==> config.mk <==
export PLATFORM = sky130hd
export DESIGN_NAME = command_report_validator_flat
export DESIGN_NICKNAME = d
export VERILOG_FILES = /design/src/hdl/crv_pkg.sv /design/src/hdl/crv_byte_if.sv /design/src/hdl/crv_verdict_if.sv /design/src/hdl/crv_frame.sv /design/src/hdl/command_report_validator.sv /design/src/flat_wrapper.sv
export SDC_FILE = /design/constraint.sdc
export NUM_CORES = 1
export LEC_CHECK = 0
export BUFFER_PORTS_ARGS = -buffer_cell sky130_fd_sc_hd__buf_2
export CAP_MARGIN = 20
export CORE_MARGIN = 3
export CORE_UTILIZATION = 43
export DETAILED_ROUTE_END_ITERATION = 12
export GPL_ROUTABILITY_DRIVEN = 0
export HOLD_SLACK_MARGIN = 0.1
export SYNTH_ARGS = -nofsm -noshare
export SYNTH_HDL_FRONTEND = slang
export SYNTH_SLANG_ARGS = --single-unit
==> constraint.sdc <==
create_clock -name i_clk -period 6.18 [get_ports i_clk]
set_input_delay 0.618 -clock i_clk [delete_from_list [all_inputs] [get_ports i_clk]]
set_output_delay 0.618 -clock i_clk [all_outputs]
set_load 0.01 [all_outputs]
==> src/hdl/crv_pkg.sv <==
// Package for the command report validator: verdict codes, command codes,
// header layout constants and the verdict record. No dependencies.
`default_nettype none

package crv_pkg;

    // Verdict codes
    localparam logic [2:0] ST_OK            = 3'd0;
    localparam logic [2:0] ST_BAD_SIZE      = 3'd1;
    localparam logic [2:0] ST_BAD_SIGNATURE = 3'd2;
    localparam logic [2:0] ST_BAD_CHECKSUM  = 3'd3;
    localparam logic [2:0] ST_BAD_COMMAND   = 3'd4;

    // Command codes
    localparam logic [7:0] CODE_ERASE = 8'h71;
    localparam logic [7:0] CODE_READ  = 8'hD2;
    localparam logic [7:0] CODE_WRITE = 8'hC3;

    // Header layout, byte offsets
    localparam int OFS_SIZE  = 1;
    localparam int OFS_START = 2;
    localparam int OFS_COUNT = 6;
    localparam int OFS_SIG   = 10;
    localparam int OFS_SUM   = 14;
    localparam int HDR_LEN   = 18;

    localparam logic [7:0]  HEADER_BYTES    = 8'd18;
    localparam logic [31:0] SIGNATURE_RESET = 32'h4344_4948;

    typedef struct packed {
        logic [2:0]  status;
        logic [7:0]  command;
        logic [31:0] start_arg;
        logic [31:0] count_arg;
    } t_verdict;

endpackage

`default_nettype wire

==> src/hdl/crv_byte_if.sv <==
// Byte stream channel for the command report validator.
// Depends on nothing; carries one report byte and its end marker.
`default_nettype none

interface crv_byte_if;
    logic       valid;
    logic       ready;
    logic [7:0] data_byte;
    logic       last;

    modport source (output valid, output data_byte, output last, input ready);
    modport sink   (input valid, input data_byte, input last, output ready);
endinterface

`default_nettype wire

==> src/hdl/crv_verdict_if.sv <==
// Verdict channel for the command report validator.
// Depends on nothing; carries status and the decoded command header.
`default_nettype none

interface crv_verdict_if;
    logic        valid;
    logic        ready;
    logic [2:0]  status;
    logic [7:0]  command;
    logic [31:0] start_arg;
    logic [31:0] count_arg;

    modport source (output valid, output status, output command,
                    output start_arg, output count_arg, input ready);
    modport sink   (input valid, input status, input command,
                    input start_arg, input count_arg, output ready);
endinterface

`default_nettype wire

==> src/hdl/crv_frame.sv <==
// Frame state of the validator: header capture, running sum and verdict logic.
// Depends on crv_pkg.
`default_nettype none

module crv_frame #(
    parameter int MAX_REPORT_BYTES = 512
) (
    input  wire logic              i_clk,
    input  wire logic              i_rst_n,
    input  wire logic              i_step,
    input  wire logic [7:0]        i_data_byte,
    input  wire logic              i_last,
    input  wire logic [31:0]       i_expected_signature,
    output crv_pkg::t_verdict      o_verdict
);

    localparam int IDX_W = $clog2(MAX_REPORT_BYTES + 1);
    localparam int CMP_W = (IDX_W > 8) ? IDX_W : 8;

    logic [IDX_W-1:0] r_idx,   n_idx;
    logic [7:0]       r_size,  n_size;
    logic [7:0]       r_cmd,   n_cmd;
    logic [31:0]      r_start, n_start;
    logic [31:0]      r_count, n_count;
    logic [31:0]      r_sig,   n_sig;
    logic [31:0]      r_csum,  n_csum;
    logic [31:0]      r_sum,   n_sum;
    logic [1:0]       lane;
    logic             size_bad;
    logic             cmd_known;

    assign lane = r_idx[1:0] - 2'd2;

    // Next frame state for the byte at the current position
    always_comb begin
        n_idx   = r_idx;
        n_size  = r_size;
        n_cmd   = r_cmd;
        n_start = r_start;
        n_count = r_count;
        n_sig   = r_sig;
        n_csum  = r_csum;
        n_sum   = r_sum;
        if (r_idx == '0) begin
            n_cmd = i_data_byte;
        end else if (r_idx == IDX_W'(crv_pkg::OFS_SIZE)) begin
            n_size = i_data_byte;
            n_sum  = ((i_data_byte >= 8'd1) ? {24'd0, r_cmd} : 32'd0)
                   + ((i_data_byte >= 8'd2) ? {24'd0, i_data_byte} : 32'd0);
        end else begin
            if (r_idx < IDX_W'(crv_pkg::OFS_COUNT)) begin
                n_start[lane*8 +: 8] = i_data_byte;
            end else if (r_idx < IDX_W'(crv_pkg::OFS_SIG)) begin
                n_count[lane*8 +: 8] = i_data_byte;
            end else if (r_idx < IDX_W'(crv_pkg::OFS_SUM)) begin
                n_sig[lane*8 +: 8] = i_data_byte;
            end else if (r_idx < IDX_W'(crv_pkg::HDR_LEN)) begin
                n_csum[lane*8 +: 8] = i_data_byte;
            end
            if (CMP_W'(r_idx) < CMP_W'(r_size)) begin
                n_sum = r_sum + {24'd0, i_data_byte};
            end
        end
        // Saturate the byte count at the report limit
        if (r_idx < IDX_W'(MAX_REPORT_BYTES)) begin
            n_idx = r_idx + IDX_W'(1);
        end
    end

    // Verdict from the updated state, first failure wins
    assign size_bad  = (n_size > crv_pkg::HEADER_BYTES) || (CMP_W'(n_size) > CMP_W'(n_idx));
    assign cmd_known = (n_cmd == crv_pkg::CODE_ERASE) || (n_cmd == crv_pkg::CODE_READ)
                    || (n_cmd == crv_pkg::CODE_WRITE);

    always_comb begin
        o_verdict.command   = n_cmd;
        o_verdict.start_arg = n_start;
        o_verdict.count_arg = n_count;
        if (size_bad) begin
            o_verdict.status = crv_pkg::ST_BAD_SIZE;
        end else if (n_sig != i_expected_signature) begin
            o_verdict.status = crv_pkg::ST_BAD_SIGNATURE;
        end else if (n_sum != n_csum) begin
            o_verdict.status = crv_pkg::ST_BAD_CHECKSUM;
        end else if (!cmd_known) begin
            o_verdict.status = crv_pkg::ST_BAD_COMMAND;
        end else begin
            o_verdict.status = crv_pkg::ST_OK;
        end
    end

    // Advance on each byte, clear after the last one
    always_ff @(posedge i_clk) begin
        if (!i_rst_n || (i_step && i_last)) begin
            r_idx   <= '0;
            r_size  <= '0;
            r_cmd   <= '0;
            r_start <= '0;
            r_count <= '0;
            r_sig   <= '0;
            r_csum  <= '0;
            r_sum   <= '0;
        end else if (i_step) begin
            r_idx   <= n_idx;
            r_size  <= n_size;
            r_cmd   <= n_cmd;
            r_start <= n_start;
            r_count <= n_count;
            r_sig   <= n_sig;
            r_csum  <= n_csum;
            r_sum   <= n_sum;
        end
    end

endmodule

`default_nettype wire

==> src/hdl/command_report_validator.sv <==
// Top level of the command report validator: input register, frame logic,
// verdict register and signature register. Depends on crv_pkg, crv_byte_if,
// crv_verdict_if and crv_frame.
//
//  Port         Dir  Payload                                 Request
//  i_byte       in   data_byte[7:0], last                    one report byte
//  o_verdict    out  status[2:0], command[7:0],              one verdict per report
//                    start_arg[31:0], count_arg[31:0]
//  i_cfg_wr_*   in   wr_data[31:0]                           expected signature write
//
// One byte per cycle sustained while the verdict is not stalled; a verdict becomes valid
// once the last byte moves from the input register into the verdict register.
// Reset is synchronous, active low, and clears the frame and sets the signature.
// A stalled verdict holds only the last byte of the next report in the input
// register; other bytes keep flowing.
`default_nettype none

module command_report_validator #(
    parameter int MAX_REPORT_BYTES = 512
) (
    input  wire logic        i_clk,
    input  wire logic        i_rst_n,
    crv_byte_if.sink         i_byte,
    crv_verdict_if.source    o_verdict,
    input  wire logic        i_cfg_wr_en,
    input  wire logic [31:0] i_cfg_wr_data
);

    logic              r_in_valid;
    logic [7:0]        r_in_byte;
    logic              r_in_last;
    logic              r_out_valid;
    crv_pkg::t_verdict r_out;
    crv_pkg::t_verdict verdict;
    logic [31:0]       r_expected_signature;
    logic              out_free;
    logic              step;

    // Hand off from input register to frame logic
    assign out_free     = !r_out_valid || o_verdict.ready;
    assign step         = r_in_valid && (!r_in_last || out_free);
    assign i_byte.ready = !r_in_valid || step;

    // Hold the signature register
    always_ff @(posedge i_clk) begin
        if (!i_rst_n) begin
            r_expected_signature <= crv_pkg::SIGNATURE_RESET;
        end else if (i_cfg_wr_en) begin
            r_expected_signature <= i_cfg_wr_data;
        end
    end

    // Input register
    always_ff @(posedge i_clk) begin
        if (!i_rst_n) begin
            r_in_valid <= 1'b0;
        end else if (i_byte.ready) begin
            r_in_valid <= i_byte.valid;
        end
    end

    always_ff @(posedge i_clk) begin
        if (i_byte.ready && i_byte.valid) begin
            r_in_byte <= i_byte.data_byte;
            r_in_last <= i_byte.last;
        end
    end

    crv_frame #(
        .MAX_REPORT_BYTES (MAX_REPORT_BYTES)
    ) u_frame (
        .i_clk                (i_clk),
        .i_rst_n              (i_rst_n),
        .i_step               (step),
        .i_data_byte          (r_in_byte),
        .i_last               (r_in_last),
        .i_expected_signature (r_expected_signature),
        .o_verdict            (verdict)
    );

    // Verdict register: load on a last byte, drop once taken
    always_ff @(posedge i_clk) begin
        if (!i_rst_n) begin
            r_out_valid <= 1'b0;
        end else if (step && r_in_last) begin
            r_out_valid <= 1'b1;
        end else if (o_verdict.ready) begin
            r_out_valid <= 1'b0;
        end
    end

    always_ff @(posedge i_clk) begin
        if (step && r_in_last) begin
            r_out <= verdict;
        end
    end

    assign o_verdict.valid     = r_out_valid;
    assign o_verdict.status    = r_out.status;
    assign o_verdict.command   = r_out.command;
    assign o_verdict.start_arg = r_out.start_arg;
    assign o_verdict.count_arg = r_out.count_arg;

endmodule

`default_nettype wire

==> src/flat_wrapper.sv <==
// flat-port wrapper written by rule: the top's interface ports become plain ports
module command_report_validator_flat 
#(
    parameter int MAX_REPORT_BYTES = 512
)
  (i_clk, i_rst_n, i_cfg_wr_en, i_cfg_wr_data, i_byte_valid, i_byte_data_byte, i_byte_last, i_byte_ready, o_verdict_valid, o_verdict_status, o_verdict_command, o_verdict_start_arg, o_verdict_count_arg, o_verdict_ready);
  crv_byte_if i_byte_i ();
  crv_verdict_if o_verdict_i ();
  input  wire logic i_clk;
  input  wire logic i_rst_n;
  input  wire logic i_cfg_wr_en;
  input  wire logic [31:0] i_cfg_wr_data;
  input wire logic [$bits(i_byte_i.valid)-1:0] i_byte_valid;
  input wire logic [$bits(i_byte_i.data_byte)-1:0] i_byte_data_byte;
  input wire logic [$bits(i_byte_i.last)-1:0] i_byte_last;
  output wire logic [$bits(i_byte_i.ready)-1:0] i_byte_ready;
  output wire logic [$bits(o_verdict_i.valid)-1:0] o_verdict_valid;
  output wire logic [$bits(o_verdict_i.status)-1:0] o_verdict_status;
  output wire logic [$bits(o_verdict_i.command)-1:0] o_verdict_command;
  output wire logic [$bits(o_verdict_i.start_arg)-1:0] o_verdict_start_arg;
  output wire logic [$bits(o_verdict_i.count_arg)-1:0] o_verdict_count_arg;
  input wire logic [$bits(o_verdict_i.ready)-1:0] o_verdict_ready;
  assign i_byte_i.valid = i_byte_valid;
  assign i_byte_i.data_byte = i_byte_data_byte;
  assign i_byte_i.last = i_byte_last;
  assign i_byte_ready = i_byte_i.ready;
  assign o_verdict_valid = o_verdict_i.valid;
  assign o_verdict_status = o_verdict_i.status;
  assign o_verdict_command = o_verdict_i.command;
  assign o_verdict_start_arg = o_verdict_i.start_arg;
  assign o_verdict_count_arg = o_verdict_i.count_arg;
  assign o_verdict_i.ready = o_verdict_ready;
  command_report_validator #(.MAX_REPORT_BYTES(MAX_REPORT_BYTES)) u_core (.i_clk(i_clk), .i_rst_n(i_rst_n), .i_byte(i_byte_i), .o_verdict(o_verdict_i), .i_cfg_wr_en(i_cfg_wr_en), .i_cfg_wr_data(i_cfg_wr_data));
endmodule
# After elaboration in Yosys (flattened, before gate mapping)
# Index checks and enable logic that the tools add are counted.
# op_classes
addsub,5
magnitude_cmp,10
eq_ne,6
n_shift,2
mux,36
n_reduce_logical,17
# op_table
operator,count
$mux 32,21
$bwmux 32,4
$ne 32x32->1,2
$mux 8,5
$neg 5->34,1
$shift 8x34->32 const A,1
$shiftx 8x34->32,1
$add 32x8->32,1
$lt 10x4->1 const B,2
$eq 8x8->1 const B,2
$add 10x1->10 const B,1
$eq 10x1->1 const B,1
$gt 8x10->1,1
$logic_not 10->1,1
$lt 10x10->1 const B,1
$lt 10x3->1 const B,1
$lt 10x5->1 const B,1
$lt 10x8->1,1
$mux 10,1
$add 8x8->9,1
$eq 8x7->1 const B,1
$ge 8x1->1 const B,1
$ge 8x2->1 const B,1
$gt 8x5->1 const B,1
9 further kinds,22
# totals
reg_bits,304
in_bits,46
output_inout_bits,77
word_cells,94

# Depth between registers and ports, before layout
# logic_depth
word_depth,13
mapped_depth,18
ltp_nobuf,16

# Hierarchy
# Synthesis repeated with hierarchy kept, for this count alone.
# hier_totals
cells_unflattened,1874
area_unflattened_um2,16128.0
# by_module_without_submodules
mod,instances,cells_each,area_each_um2,seq_area_each_um2
crv_frame,1,1675,12294.3,3723.6
command_report_validator,1,199,3833.7,3203.1

# Least setup slack after synthesis
# Ideal clock, no wire load.
# synth_timing
path_kind,register to register
start,register u_core.r_in_byte[7]
end,"register u_core.r_out, in the netlist u_core.o_verdict.status[0], data pin"
setup_time_ns,0.276
arrival_time_ns,3.735
required_ns,5.904
path_slack_ns,2.169
stages_incl_launch_ff,18
path_buffers,1
period_less_slack_ns,4.011
cell_sequence,edfxtp_1 -> clkbuf_1 -> nor4_1 -> nand2_1 -> nor2_1 -> nor2b_1 -> ha_1 -> fa_1 -> a211oi_1 -> o21ai_0 -> a21o_1 -> a211oi_1 -> a311oi_2 -> xnor2_1 -> a2111oi_0 -> nand4_1 -> nor4_2 -> a22oi_1
# synth_via
elab_chain_len,11
word_cells_on_any_way,32
cone_classes,add/sub: 2; order compare: 4; eq/ne: 2; shift: 1; mux: 22; reduce/logical: 1
# synth_lines
item,line_no,source
from (decl),command_report_validator.sv:30,logic [7:0] r_in_byte;
from (signal assigned),command_report_validator.sv:64,r_in_byte <= i_byte.data_byte;
"parallel branches: the longest is 11 deep, another holds $add 8x8->9",n/a,
to (signal assigned),command_report_validator.sv:94,r_out <= verdict;
to (decl),command_report_validator.sv:33,crv_pkg::t_verdict r_out;
# Several ways; the timed one is not identified.
# A chain may end at the register's enable or synchronous reset.

# Final worst setup path
# layout_timing
start,register u_core.u_frame.r_idx[1]
end,"register u_core.r_out, in the netlist u_core.o_verdict.status[1], data pin"
# layout_via
elab_chain_len,13
word_cells_on_any_way,39
cone_classes,add/sub: 3; order compare: 8; eq/ne: 3; shift: 2; mux: 21; reduce/logical: 2
# layout_lines
item,line_no,source
from (decl),crv_frame.sv:20,"logic [IDX_W-1:0] r_idx, n_idx;"
from (signal assigned),crv_frame.sv:104,r_idx <= n_idx;
$sub 2x2->2,crv_frame.sv:32,assign lane = r_idx[1:0] - 2'd2;
$neg 5->34,"crv_frame.sv:56, crv_frame.sv:58",
$shiftx 8x34->32 or $shift 8x34->32 (tied branches),"crv_frame.sv:56, crv_frame.sv:58",
$bwmux 32,crv_frame.sv:58,n_csum[lane*8 +: 8] = i_data_byte;
$mux 32,crv_frame.sv:57,end else if (r_idx < IDX_W'(crv_pkg::HDR_LEN)) begin
$mux 32,crv_frame.sv:55,end else if (r_idx < IDX_W'(crv_pkg::OFS_SUM)) begin
$mux 32,crv_frame.sv:53,end else if (r_idx < IDX_W'(crv_pkg::OFS_SIG)) begin
$mux 32,crv_frame.sv:51,if (r_idx < IDX_W'(crv_pkg::OFS_COUNT)) begin
$mux 32,crv_frame.sv:46,end else if (r_idx == IDX_W'(crv_pkg::OFS_SIZE)) begin
$mux 32,crv_frame.sv:44,if (r_idx == '0) begin
$ne 32x32->1,crv_frame.sv:83,end else if (n_sum != n_csum) begin
$mux 2,crv_frame.sv:83,
$mux 2,crv_frame.sv:81,end else if (n_sig != i_expected_signature) begin
# Parallel ways exist; a longest one is shown, timed or not.

==> flow_summary.ini <==
[run_status]
status = finished clean

[sta]
fmax_mhz = 218.6
period_needed_ns = 4.575
skew_ns = 0.02261
slew-limit-headroom_pct = 28.55
drv_slew = 0
hold-worst-slack_ns = 0.2559
grt_setup_unrepaired = no
fin_crit_sh_pct = 74.02
tightest_slew_ns = 1.072
setup_tns_ns = 0
finalHoldViolCount = 0
setup_viol = 0

[grt]
grt_pass1_vias = 13190
antenna_found_initial = 2
grtUsageTotal_pct = 24.62
grt_pass1_wl_um = 76220
grt_max_degree = 89
grt_overflow_total = 0

[logic_synthesis]
synthesis.nets = 2039
synth_cell_types = 77
avgSynthCellArea_sq_um = 8.212
synthArstFlopShare_pct = 0
yosys-top-cells-count = nand2_1, nor2_1, dfxtp_1
synth_cells = 1954
ys_top_cells_by_area = dfxtp_1, edfxtp_1, nand2_1
synth_top_area_cell = dfxtp_1
synth_edf_count = 84
synth_seq_cells = 304
synth_top_area_share_pct = 27.45
netlist_area_sq_um = 16050
yosysWarnings = 0
seq_area_frac_synth_pct = 43.17
ys.flop_type = dfxtp_1
synth.most_common_cell = nand2_1

[power_and_ir_drop]
p_leak_nw = 6.611
irDropWorstVdd_uv = 177.4
internal_power_mw = 3.499
p_comb_share_pct = 10.5
switching_share_pct = 26.28
power_switching_mw = 1.247
power.share.clock_pct = 44.6
power.density_nw_per_um2 = 262.7
power_frac_seq_pct = 44.8

[critical_path]
start_kind = register
worst_ep_required_time_ns = 6.44
cpPeakStageDelay_ns = 0.78
critPathMaxFanout = 14
crit_buf_inv = 1
slowest_stage = nor3b_1
timing.rr.end = u_core.o_verdict.status[1]
crit_top_cell = nor4b_1
crit_chain = inv_1 -> ha_1 -> nor3b_1 -> nand2_1 -> mux2_2 -> xnor2_1 -> nor4b_1 -> and4_1 -> nand4_1 -> nor4b_1 -> a21boi_1
r2r_start = u_core.u_frame.r_idx[1]
crit_family = simple AND/OR/NAND/NOR gates
end_kind = register
reg2reg_slack_ns = 1.61
cp.arrival_ns = 4.83
rr_worst_depth = 11
path_class = reg -> reg

[place]
place_inst = 2433
portBuffers = 122
hpwl_um = 34640

[clocking]
clk_path_buf_depth = 3
cts_setup_buffers = 0
numCtsBuffers = 35
clkLatencyLatePin_ns = 0.54
cts.repair.resized = 0
cts_tree = done
cts.sinks = 304
hold_buffers = 0
root_buffer = clkbuf_16
clk_pin_slew_ns = 0.06
htree_levels = 2

[floorplanning]
fp.dieW_um = 199.2
core_area_sq_um = 36700
rows = 70
start_util_pct = 43.73
num_io_pins = 123
die_h_um = 199.2
dieArea_sq_um = 39670

[routing]
wirelength_um = 50050
drcViolationCount = 0
num_vias = 14290
via_per_inst = 5.724
antenna_left = 0
firstDrtPassIters = 6
drt_iter0_markers = 1168
wl_per_cell_um = 20.05

[cells_and_area]
nNetsFinal = 2088
layout.cells.non_filler = 2496
num_antenna_cells = 0
fillers = 3494
multi_input_area_sq_um = 8453
seq_area_sq_um = 6927
post_route_cells_drive_above_1_share_pct = 10.90
synthToLayoutAreaGrowth_pct = 12.58

[job]
maxCapViolations = 0

[worst_hold_path]
hp-class = in -> reg
hold_path_end = u_core.r_in_last
min-delay-start = i_byte_last
holdPathStages = 1
[logic make-up (layout without fill, tap and decap cells)]
family | count (synthesis) | in the layout | synth area share [%]
adder cells (fa/ha/maj) | 39 | 39 | 3.134
AND/OR/NAND/NOR | 816 | 816 | 23.61
multiplexers | 66 | 66 | 4.140
XOR/XNOR | 89 | 89 | 4.858
flip-flops | 304 | 304 | 43.17
AO/OA/AOI/OAI | 464 | 464 | 16.81
buffers and inverters | 176 | 250 | 4.281
[through the flow]
stage               cell area [sq um]  power (mW)  util (%)  worst slack [ns]
floorplan                       16050       2.479         -             2.169
global placement                16900       2.654     46.04             1.576
detailed placement              16900       2.658     46.04             1.616
CTS                             18040       4.770     49.15             1.623
global route                    18060       4.902     49.23             1.080
finish                          18060       4.746     49.23             1.605
[registers in the layout, indices dropped and copies added, names as in the netlist, 8 cells and up]
signal,cells
u_core.o_verdict.count_arg,32
u_core.u_frame.r_sum,32
u_core.u_frame.r_idx,10
u_core.o_verdict.start_arg,32
u_core.o_verdict.command,8
u_core.u_frame.r_cmd,8
u_core.u_frame.r_start,32
u_core.u_frame.r_count,32
u_core.u_frame.r_sig,32
u_core.u_frame.r_csum,32
u_core.r_in_byte,8
u_core.u_frame.r_size,8
u_core.r_expected_signature,32
[power by group through the flow]
stage          Combinational [mW]  Clock, mW  Sequential, mW
2_1_floorplan               0.328          0            2.15
3_3_place_gp                0.485          0            2.17
3_5_place_dp                0.487          0            2.17
4_1_cts                     0.490       2.15            2.13
5_1_grt                     0.543       2.23            2.13
6_report                    0.500       2.12            2.13
[worst max-delay path by stage]
| stage | slack [ns] | start | depth (start not counted) | end |
|---|---|---|---|---|
| 5_1_grt | 1.08 | u_core.r_in_byte[7] | 16 | u_core.o_verdict.status[1] |
| 2_1_floorplan | 2.17 | u_core.r_in_byte[7] | 17 | u_core.o_verdict.status[0] |
| 3_3_place_gp | 1.58 | u_core.r_in_byte[7] | 16 | u_core.o_verdict.status[0] |
| 6_report | 1.61 | u_core.u_frame.r_idx[1] | 11 | u_core.o_verdict.status[1] |
| 3_5_place_dp | 1.62 | u_core.r_in_byte[7] | 16 | u_core.o_verdict.status[0] |
| 4_1_cts | 1.62 | u_core.r_in_byte[7] | 16 | u_core.o_verdict.status[1] |
[final cells by class]
| class | count | area share [%] |
|---|---|---|
| inverter | 45 | 0.9350 |
| tap | 468 | 3.241 |
| multi-input combinational | 1474 | 46.79 |
| sequential | 304 | 38.34 |
| clock inverter | 12 | 0.9974 |
| clock buffer | 50 | 5.326 |
| timing repair buffer | 143 | 4.363 |
[placed cells by master (no fill, tap or decap), drive strengths merged, types with 34 or more instances in the layout]
cell and n:
nand2 334, nor2 228, dfxtp 220, a21oi 206, buf 143, o21ai 137, edfxtp 84, mux2i 63
xnor2 55, clkbuf 50, inv 47, nor2b 43, nor3 43, ha 37, xor2 34
[metal layers]
layer  track usage (%)  part of all wire (%)
met4             8.902                   3.5
met3             4.586                   6.6
met1             33.80                    45
met2             38.96                    45
met5                 0                     0
Note: power is estimated with default switching activity, not from simulation.
